===== config.mk =====
export PLATFORM = sky130hd
export DESIGN_NAME = lpit_ram
export DESIGN_NICKNAME = d
export VERILOG_FILES = /design/src/hdl/lpit_ram.sv
export SDC_FILE = /design/constraint.sdc
export NUM_CORES = 1
export LEC_CHECK = 0
export ABC_AREA = 1
export BUFFER_PORTS_ARGS = -buffer_cell sky130_fd_sc_hd__buf_2
export CAP_MARGIN = 0
export CORE_ASPECT_RATIO = 1.5
export CORE_MARGIN = 2
export CORE_UTILIZATION = 37
export CTS_CLUSTER_SIZE = 10
export DETAILED_ROUTE_END_ITERATION = 8
export PLACE_DENSITY = 0.61
export SYNTH_ARGS = -nofsm -noshare
export SYNTH_HDL_FRONTEND = slang
export SYNTH_SLANG_ARGS = --single-unit

===== constraint.sdc =====
create_clock -name i_clk -period 2.5 [get_ports i_clk]
set_input_delay 0.75 -clock i_clk [delete_from_list [all_inputs] [get_ports i_clk]]
set_output_delay 0.75 -clock i_clk [all_outputs]
set_load 0.01 [all_outputs]

===== src/hdl/lpit_ram.sv =====
// ---------------------------------------------------------------------------
// lpit_ram
// Generic single port synchronous RAM with registered read data.
// ---------------------------------------------------------------------------
`default_nettype none

module lpit_ram #(
    parameter int unsigned WIDTH = 8,
    parameter int unsigned DEPTH = 16
) (
    input  wire logic                     i_clk,
    input  wire logic                     i_we,
    input  wire logic [$clog2(DEPTH)-1:0] i_addr,
    input  wire logic [WIDTH-1:0]         i_wdata,
    output logic      [WIDTH-1:0]         o_rdata
);

    logic [WIDTH-1:0] r_mem [DEPTH];

    always_ff @(posedge i_clk) begin
        if (i_we) begin
            r_mem[i_addr] <= i_wdata;
        end
        o_rdata <= r_mem[i_addr];
    end

endmodule

`default_nettype wire

==> flow_summary.json, run 1 <==
{
  "yosysWarnings": 0,
  "portBuffers": 21,
  "max_slew.worst_pin.slew_ps": 757,
  "hold_buffers": 0,
  "totalWireLength_um": 12700,
  "cts_tree": "done",
  "routabilityCongestion": 0.919,
  "gr-usage-all-layers_pct": 16.6,
  "worstSetupPathType": "input port to register",
  "antenna_found_initial": 0,
  "nFillCells": 1372,
  "grt_pass1_wl_um": 19900,
  "fin_crit_ps": 1780,
  "power_density_nw_per_um2": 827,
  "synth_area_leader_cell": "edfxtp_1",
  "hpwlAfterDp_um": 8510,
  "final_cell_count_no_fill": 802,
  "synthToLayoutAreaGrowth_pct": 18.5,
  "slew_headroom_pct": 49.4,
  "cts_max_level": 4,
  "timing_hold_violations_final": 0,
  "synth.distinct_cells": 11,
  "die_area_um2": 16100,
  "slew_viol_final": 0,
  "cts_buffer_depth": 2,
  "setup_ws_ps": 719,
  "synth_common_cells": "346 x nand2_1, 128 x edfxtp_1, 21 x inv_1",
  "synth_edf_count": 128,
  "holdWs_ps": 730,
  "startpoint_type": "input port",
  "cp-end-kind": "register",
  "dieWidth_um": 104,
  "drive_gt1_share_pct": 12.8,
  "grt-ovfl-total": 0,
  "syn_area_um2": 5590,
  "drt_first_pass_iters": 4,
  "yosys.area.top_type_share_pct": 68.7,
  "nets": 604,
  "fin_skew_ps": 5.89,
  "route.detailed.drc": 0,
  "fp.dieH_um": 155,
  "initial_core_util_pct": 37.5,
  "cts_buffers": 17,
  "syn_avg_cell_area_um2": 10.2,
  "status": "finished, final reports clean",
  "rsz0062_at_grt": "false",
  "wl_per_cell_um": 15.9,
  "avgViaCountPerCell": 4.55,
  "cp.arrival_ps": 1900,
  "post_cts_buffers": 0,
  "io_pins": 22,
  "rows": 55,
  "placedCellCount": 770,
  "setup-violations-final": 0,
  "grt_max_degree": 41,
  "critPathRequiredTime_ps": 2620,
  "grt_pass1_vias": 3761,
  "vdd_ir_drop_max_uv": 436,
  "post-route-period-util_pct": 71.2,
  "synth_most_common_cell": "nand2_1",
  "syn_nets": 562,
  "antenna_left": 0,
  "drt_iter0_markers": 242,
  "ctsResizeCount": 0,
  "async_flop_share_pct": 0,
  "vias": 3650,
  "clockRootBuffer": "clkbuf_16",
  "ys_ff_latch": 136,
  "leakage_nw": 2.85,
  "ff2ff_setup_slack_ps": 1480,
  "clk_latency_ps": 410,
  "core_um2": 14900,
  "cp_max_fo": 34,
  "maxCapViolations": 0,
  "fmax_ghz": 0.562,
  "num_antenna_cells": 0,
  "synth_top_flop_cell": "edfxtp_1",
  "pre_cts_ws_ps": 311,
  "setup_tns_ps": 0,
  "cts_sinks": 136,
  "syn_inst": 548,
  "clk_pin_slew_ps": 60,
  "yosysSeqAreaShare_pct": 71.6,
  "netlist_top_cells_area": "edfxtp_1 69%, nand2_1 23%, dfxtp_1 2.9%",
  "final_core_util_pct": 44.4,
  "hold_class": "register to register"
}
==> final cells by class <==
cell class / count / area, µm² / share of cell area, %
clock buffer: 17 / 425 / 6.42
clock inverter: 15 / 201 / 3.04
inverter: 23 / 86.3 / 1.30
multi-input combinational: 368 / 1390 / 20.9
sequential: 136 / 4000 / 60.4
tap: 199 / 249 / 3.76
timing repair buffer: 44 / 278 / 4.19
==> placed cells by master (no fill, tap or decap) <==
cell type   count
clkinv_4        4
clkinvlp_4      3
inv_1          21
edfxtp_1      128
clkbuf_16      17
clkinv_2        3
dfxtp_1         8
clkinv_1        1
inv_6           1
inv_2           1
nand2_1       346
nand3_1         4
nor2_1         18
bufinv_16       4
buf_4          23
buf_2          21
==> power by group <==
part / total (mW) / internal, mW / switching, mW / leakage [nW]
clock: 2.60 / 1.67 / 0.931 / 0.299
combinational: 0.318 / 0.0877 / 0.230 / 1.32
sequential: 2.56 / 2.55 / 0.0134 / 1.22
==> worst paths after layout <==
check | startpoint | endpoint | depth (start not counted)
setup / recovery | i_addr[1] | r_mem[10][6]$_DFFE_PP_ | 5
hold / removal | r_mem[13][7]$_DFFE_PP_ | o_rdata[7]$_DFF_P_ | 8
setup reg to reg | r_mem[3][5]$_DFFE_PP_ | o_rdata[5]$_DFF_P_ | 8
hold reg to reg | r_mem[13][7]$_DFFE_PP_ | o_rdata[7]$_DFF_P_ | 8
==> flip-flops by register name (all words and copies together) (netlist names) <==
register  count
r_mem       128
o_rdata       8
==> worst max-delay path, stage by stage <==
cell,delay (ps)
buf_2,100
buf_4,310
nand3_1,360
nor2_1,180
buf_4,190
==> through the flow <==
step | cell area, µm² | power (mW)
floorplan | 5590 | 2.79
global placement | 6000 | 2.93
detailed placement | 6000 | 2.93
CTS | 6630 | 5.53
global route | 6630 | 5.67
finish | 6630 | 5.48
==> metal layers <==
metal	up-vias	part of all wire, %	wire, µm	GRT usage, %
met5	-	0	0	0
met4	0	2.9	375	8.69
met3	24	4.3	548	2.78
met2	79	53	6760	30.6
met1	1715	40	5040	18.3
li1	1832	-	-	-
==> kinds of logic after synthesis <==
family | after synthesis | synth area share [%]
buffers and inverters | 44 | 3.62
flip-flops | 136 | 71.6
AND/OR/NAND/NOR | 368 | 24.8
No activity file was read; power rests on OpenSTA's default activity.
==> inputs of run 2 (changes only) <==
--- a/config.mk
+++ b/config.mk
@@ -5,7 +5,7 @@
 export SDC_FILE = /design/constraint.sdc
 export NUM_CORES = 1
 export LEC_CHECK = 0
-export ABC_AREA = 1
+export ABC_AREA = 0
 export BUFFER_PORTS_ARGS = -buffer_cell sky130_fd_sc_hd__buf_2
 export CAP_MARGIN = 0
 export CORE_ASPECT_RATIO = 1.5
==> constraint.sdc (replaced) <==
create_clock -name i_clk -period 1.7 [get_ports i_clk]
set_input_delay 0.51 -clock i_clk [delete_from_list [all_inputs] [get_ports i_clk]]
set_output_delay 0.51 -clock i_clk [all_outputs]
set_load 0.01 [all_outputs]
==> flow_summary.json, run 2 <==
{
  "status": "finished, final reports clean",
  "regToRegStartpoint": "r_mem[0][4]$_DFFE_PP_",
  "hold_buffers": 0,
  "drive_gt1_share_pct": 43.9,
  "synth.distinct_cells": 18,
  "multiInputGateArea_um2": 1070,
  "num_antenna_cells": 0,
  "cp.arrival_ps": 1810,
  "syn_nets": 244,
  "total_power_mw": 7.92,
  "nets": 313,
  "portBuffers": 21,
  "layout_common_cells": "128 x edfxtp_1, 32 x mux4_2, 30 x buf_4",
  "drt_first_pass_iters": 4,
  "post-route-period-util_pct": 89.7,
  "vdd_ir_drop_max_uv": 470,
  "antenna_left": 0,
  "cts_tree": "done",
  "yosysSeqAreaShare_pct": 79.0,
  "syn_inst": 230,
  "nFillCells": 1086,
  "syn_area_um2": 5070,
  "post_cts_buffers": 0,
  "leakage_nw": 2.16,
  "dr.max_layer_used": "met4",
  "syn_avg_cell_area_um2": 22.0,
  "synth_edf_count": 128,
  "reg2reg_to": "o_rdata[4]$_DFF_P_",
  "grt_pass1_wl_um": 15100,
  "drt_iter0_markers": 108,
  "setup_ws_ps": 175,
  "cts_buffers": 17,
  "final_common_cell": "edfxtp_1",
  "cts_sinks": 136,
  "synth_most_common_cell": "edfxtp_1",
  "cts_buffer_depth": 2,
  "slew_viol_final": 0,
  "wl_per_cell_um": 20.7,
  "fmax_ghz": 0.656,
  "top_register": "r_mem",
  "wl_met1_um": 3720,
  "final_cell_count_no_fill": 474,
  "ff2ff_setup_slack_ps": 320,
  "hold_class": "input port to register",
  "yosysWarnings": 0,
  "clockRootBuffer": "clkbuf_16",
  "clk_pin_slew_ps": 60,
  "critPathRequiredTime_ps": 1980,
  "setup_tns_ps": 0,
  "rr_worst_depth": 3,
  "route.met2.wl_um": 5580,
  "cts_max_level": 4,
  "synth_top_flop_cell": "edfxtp_1",
  "io_pins": 22,
  "clk_latency_ps": 410,
  "synthToLayoutAreaGrowth_pct": 26.6,
  "slew_headroom_pct": 54.3,
  "async_flop_share_pct": 0,
  "wl_met3_um": 283,
  "synth_area_leader_cell": "edfxtp_1",
  "dieWidth_um": 99.6,
  "placedCellCount": 442,
  "largest_register_ffs": 128,
  "antenna_found_initial": 0,
  "worstSetupPathType": "input port to register",
  "regArea_um2": 4000,
  "initial_core_util_pct": 37.6,
  "cp-end-kind": "register",
  "fp.dieH_um": 147,
  "fin_crit_ps": 1530,
  "cp_max_fo": 8,
  "min-delay-start": "i_wdata[3]",
  "max_slew.worst_pin.slew_ps": 684,
  "hpwlAfterDp_um": 6930,
  "grt_pass1_vias": 2657,
  "rows": 52,
  "grt-ovfl-total": 0,
  "route.detailed.drc": 0,
  "timing_hold_violations_final": 0,
  "fin_skew_ps": 5.53,
  "gr-usage-all-layers_pct": 14.4,
  "pre_cts_ws_ps": -249,
  "yosys.area.top_type_share_pct": 75.9,
  "rsz0062_at_grt": "false",
  "ys_ff_latch": 136,
  "holdPathStages": 1,
  "hold_end": "r_mem[7][3]$_DFFE_PP_",
  "ctsResizeCount": 0,
  "maxCapViolations": 0,
  "synth_common_cells": "128 x edfxtp_1, 32 x mux4_2, 16 x a22oi_1",
  "totalWireLength_um": 9800,
  "core_um2": 13500,
  "vias": 2409,
  "avgViaCountPerCell": 5.08,
  "grt_max_degree": 17,
  "routabilityCongestion": 0.748,
  "setup-violations-final": 0,
  "startpoint_type": "input port",
  "netlist_top_cells_area": "edfxtp_1 76%, mux4_2 14%, dfxtp_1 3.2%",
  "reg_top3": "r_mem: 128 flops, o_rdata: 8 flops",
  "power_density_nw_per_um2": 1230,
  "die_area_um2": 14700
}
-- run 2: cell types whose count changed after synthesis, moves of 2 or more --
cell      before  now
nand2_1      346    9
inv_1         21    0
nand2b_1       0    2
buf_4          6    0
nor3_1         0    4
nand3_1        4    1
buf_6          0    2
mux4_2         0   32
a22oi_1        0   16
buf_1          0    4
nand3b_1       0    2
buf_2         12    2
nor2b_1        0    2
nor2_1        18   13
-- run 2: layer usage --
| metal | track usage [%] | vias up |
|---|---|---|
| met5 | 0 | - |
| met4 | 7.19 | 0 |
| met3 | 4.19 | 16 |
| met2 | 25.8 | 48 |
| met1 | 15.2 | 1247 |
| li1 | - | 1098 |
-- run 2: kinds of logic (layout without fill, tap and decap cells) --
logic type,count (synthesis),count (layout),synth area share [%]
AO/OA/AOI/OAI,16,16,2.37
buffers and inverters,11,93,1.19
flip-flops,136,136,79.0
multiplexers,32,32,14.2
AND/OR/NAND/NOR,35,35,3.21
-- run 2: worst max-delay path, cell delays in order --
cell	delay, ps
buf_2	150
buf_4	220
mux4_2	540
a22oi_1	260
nand2_1	130
-- run 2: how the worst max path moves through the flow --
stage | startpoint | to | depth (start not counted) | slack (ps)
5_1_grt | i_addr[0] | o_rdata[4]$_DFF_P_ | 5 | 130
2_1_floorplan | i_addr[2] | r_mem[0][0]$_DFFE_PP_ | 2 | -90
3_5_place_dp | i_addr[0] | o_rdata[4]$_DFF_P_ | 5 | -250
6_report | i_addr[0] | o_rdata[4]$_DFF_P_ | 5 | 170
3_3_place_gp | i_addr[0] | o_rdata[4]$_DFF_P_ | 5 | -260
4_1_cts | i_addr[0] | o_rdata[4]$_DFF_P_ | 5 | 180
-- run 2: final cells by class --
type                    count  area share (%)
clock buffers              19            6.75
clock inverters            13            2.75
multi-input cells          83            16.7
flip-flops and latches    136            62.4
well taps                 162            3.16
repair buffers             61            8.27
-- run 2: report_power, final --
group	internal [mW]	switching (mW)	leakage, nW
Clock	2.44	1.30	0.298
Combinational	0.181	0.217	0.640
Sequential	3.75	0.0198	1.22
-- run 2: per-stage QoR --
stage / utilization (%) / hold slack [ps] / cell area [µm²]
global route: 47.6 / 489 / 6410
CTS: 47.6 / 475 / 6410
floorplan: - / 609 / 5130
detailed placement: 43.1 / 664 / 5810
global placement: 43.1 / 657 / 5810
finish: 47.6 / 489 / 6410
==> inputs of run 3 (changes only) <==
--- a/config.mk
+++ b/config.mk
@@ -9,7 +9,6 @@
 export BUFFER_PORTS_ARGS = -buffer_cell sky130_fd_sc_hd__buf_2
 export CAP_MARGIN = 0
 export CORE_ASPECT_RATIO = 1.5
-export CORE_MARGIN = 2
 export CORE_UTILIZATION = 37
 export CTS_CLUSTER_SIZE = 10
 export DETAILED_ROUTE_END_ITERATION = 8
==> flow_summary.json, run 3 (synthesis gave the netlist of run 2 again) <==
{
  "critPathRequiredTime_ps": 1990,
  "p_int_mw": 6.21,
  "fin_skew_ps": 6.33,
  "fmax_ghz": 0.663,
  "setup-violations-final": 0,
  "maxCapViolations": 0,
  "clk_latency_ps": 410,
  "post-route-period-util_pct": 88.7,
  "slowest_stage": "mux4_2",
  "clk_pin_slew_ps": 50,
  "dpl-instance-area_um2": 5830,
  "total_power_mw": 7.75,
  "cp_max_fo": 19,
  "startpoint_type": "input port",
  "status": "finished, final reports clean",
  "num_antenna_cells": 0,
  "post_cts_buffers": 0,
  "grt-ovfl-total": 0,
  "final_area_um2": 6420,
  "cp-end-kind": "register",
  "totalWireLength_um": 9820,
  "clockRootBuffer": "clkbuf_16",
  "drive_gt1_share_pct": 44.6,
  "wl_per_cell_um": 20.6,
  "use_met3_pct": 3.94,
  "initial_core_util_pct": 37.8,
  "cp.arrival_ps": 1800,
  "fin_crit_ps": 1510,
  "drt_iter0_markers": 89,
  "reg_top3": "r_mem: 128 flops, o_rdata: 8 flops",
  "cts_sinks": 136,
  "p_clk_share_pct": 46.1,
  "fp.dieH_um": 145,
  "grt_pass1_wl_um": 15500,
  "crit_chain": "buf_2 > buf_12 > mux4_2 > a22oi_1 > nand2_1",
  "hpwlAfterDp_um": 6890,
  "dieWidth_um": 97.6,
  "grt_use_met2_pct": 27.8,
  "slowest_delay_ps": 550,
  "drt_first_pass_iters": 4,
  "switchingPower_mw": 1.54,
  "seqPwrFrac_pct": 48.6,
  "routabilityCongestion": 0.770,
  "nets": 315,
  "combinationalPowerShare_pct": 5.2,
  "cts_buffer_depth": 2,
  "hold_buffers": 0,
  "final_common_cell": "edfxtp_1",
  "ctsResizeCount": 0,
  "vias": 2421,
  "cts_max_level": 4,
  "grt-busiest-layer": "met2",
  "use_met1_pct": 16.7,
  "leakage_nw": 2.16,
  "avgViaCountPerCell": 5.09,
  "top_register": "r_mem",
  "p_sw_share_pct": 19.9,
  "portBuffers": 21,
  "ff2ff_setup_slack_ps": 360,
  "synthToLayoutAreaGrowth_pct": 26.6,
  "slew_viol_final": 0,
  "largest_register_ffs": 128,
  "grt_pass1_vias": 2773,
  "power_density_nw_per_um2": 1210,
  "io_pins": 22,
  "max_slew.worst_pin.slew_ps": 771,
  "layout_common_cells": "128 x edfxtp_1, 32 x mux4_2, 31 x buf_4",
  "rows": 52,
  "worstSetupPathType": "input port to register",
  "core_um2": 13400,
  "hold_class": "input port to register",
  "cts_buffers": 17,
  "vdd_ir_drop_max_uv": 519,
  "die_area_um2": 14200,
  "nFillCells": 1110,
  "gr-usage-all-layers_pct": 15.2,
  "grt_max_degree": 22,
  "cts_tree": "done",
  "antenna_found_initial": 0,
  "slew_headroom_pct": 48.5,
  "timing_hold_violations_final": 0,
  "route.detailed.drc": 0,
  "antenna_left": 0,
  "rsz0062_at_grt": "false"
}
[run 3: worst max-delay path, delay by kind of cell]
family                 cells  cell delay (ps)
AOI/OAI and AO/OA          1              260
buffers and inverters      2              360
muxes                      1              550
and+or+nand+nor            1              100
[run 3: power groups by stage]
stage	registers (mW)	clock network, mW	logic, mW
after floorplan	3.85	0	0.205
after global placement	3.84	0	0.406
after detailed placement	3.84	0	0.413
after CTS	3.77	3.62	0.415
after global routing	3.78	3.77	0.440
final	3.77	3.58	0.407
[run 3: cell type report]
cell class / instances / area, µm² / share of cell area [%]
clock buffers: 17 / 425 / 6.63
repair buffers: 63 / 558 / 8.70
flip-flops and latches: 136 / 4000 / 62.4
multi-input cells: 83 / 1070 / 16.7
well taps: 162 / 203 / 3.16
clock inverters: 15 / 158 / 2.46
[run 3: metal layers]
| layer | vias to the layer above | wire length, µm |
|---|---|---|
| li1 | 1106 | - |
| met1 | 1262 | 3770 |
| met2 | 39 | 5600 |
| met3 | 14 | 284 |
| met4 | 0 | 158 |
| met5 | - | 0 |
[run 3: worst paths after layout]
kind,from,cells past startpoint,endpoint
worst max-delay path,i_addr[0],5,o_rdata[3]$_DFF_P_
worst min register to register,r_mem[15][2]$_DFFE_PP_,3,o_rdata[2]$_DFF_P_
worst min-delay path,i_wdata[6],1,r_mem[3][6]$_DFFE_PP_
worst max register to register,r_mem[3][4]$_DFFE_PP_,3,o_rdata[4]$_DFF_P_
[run 3: through the flow]
stage               utilization, %  setup slack (ps)  hold WS (ps)  cells  TNS, ps
detailed placement            43.5              -228           659    444   -14250
global placement              43.5              -223           648    444   -12200
CTS                           47.9               168           469    476        0
global route                  47.9               131           481    476        0
floorplan                        -             -88.2           609    230    -4270
finish                        47.9               192           486    476        0
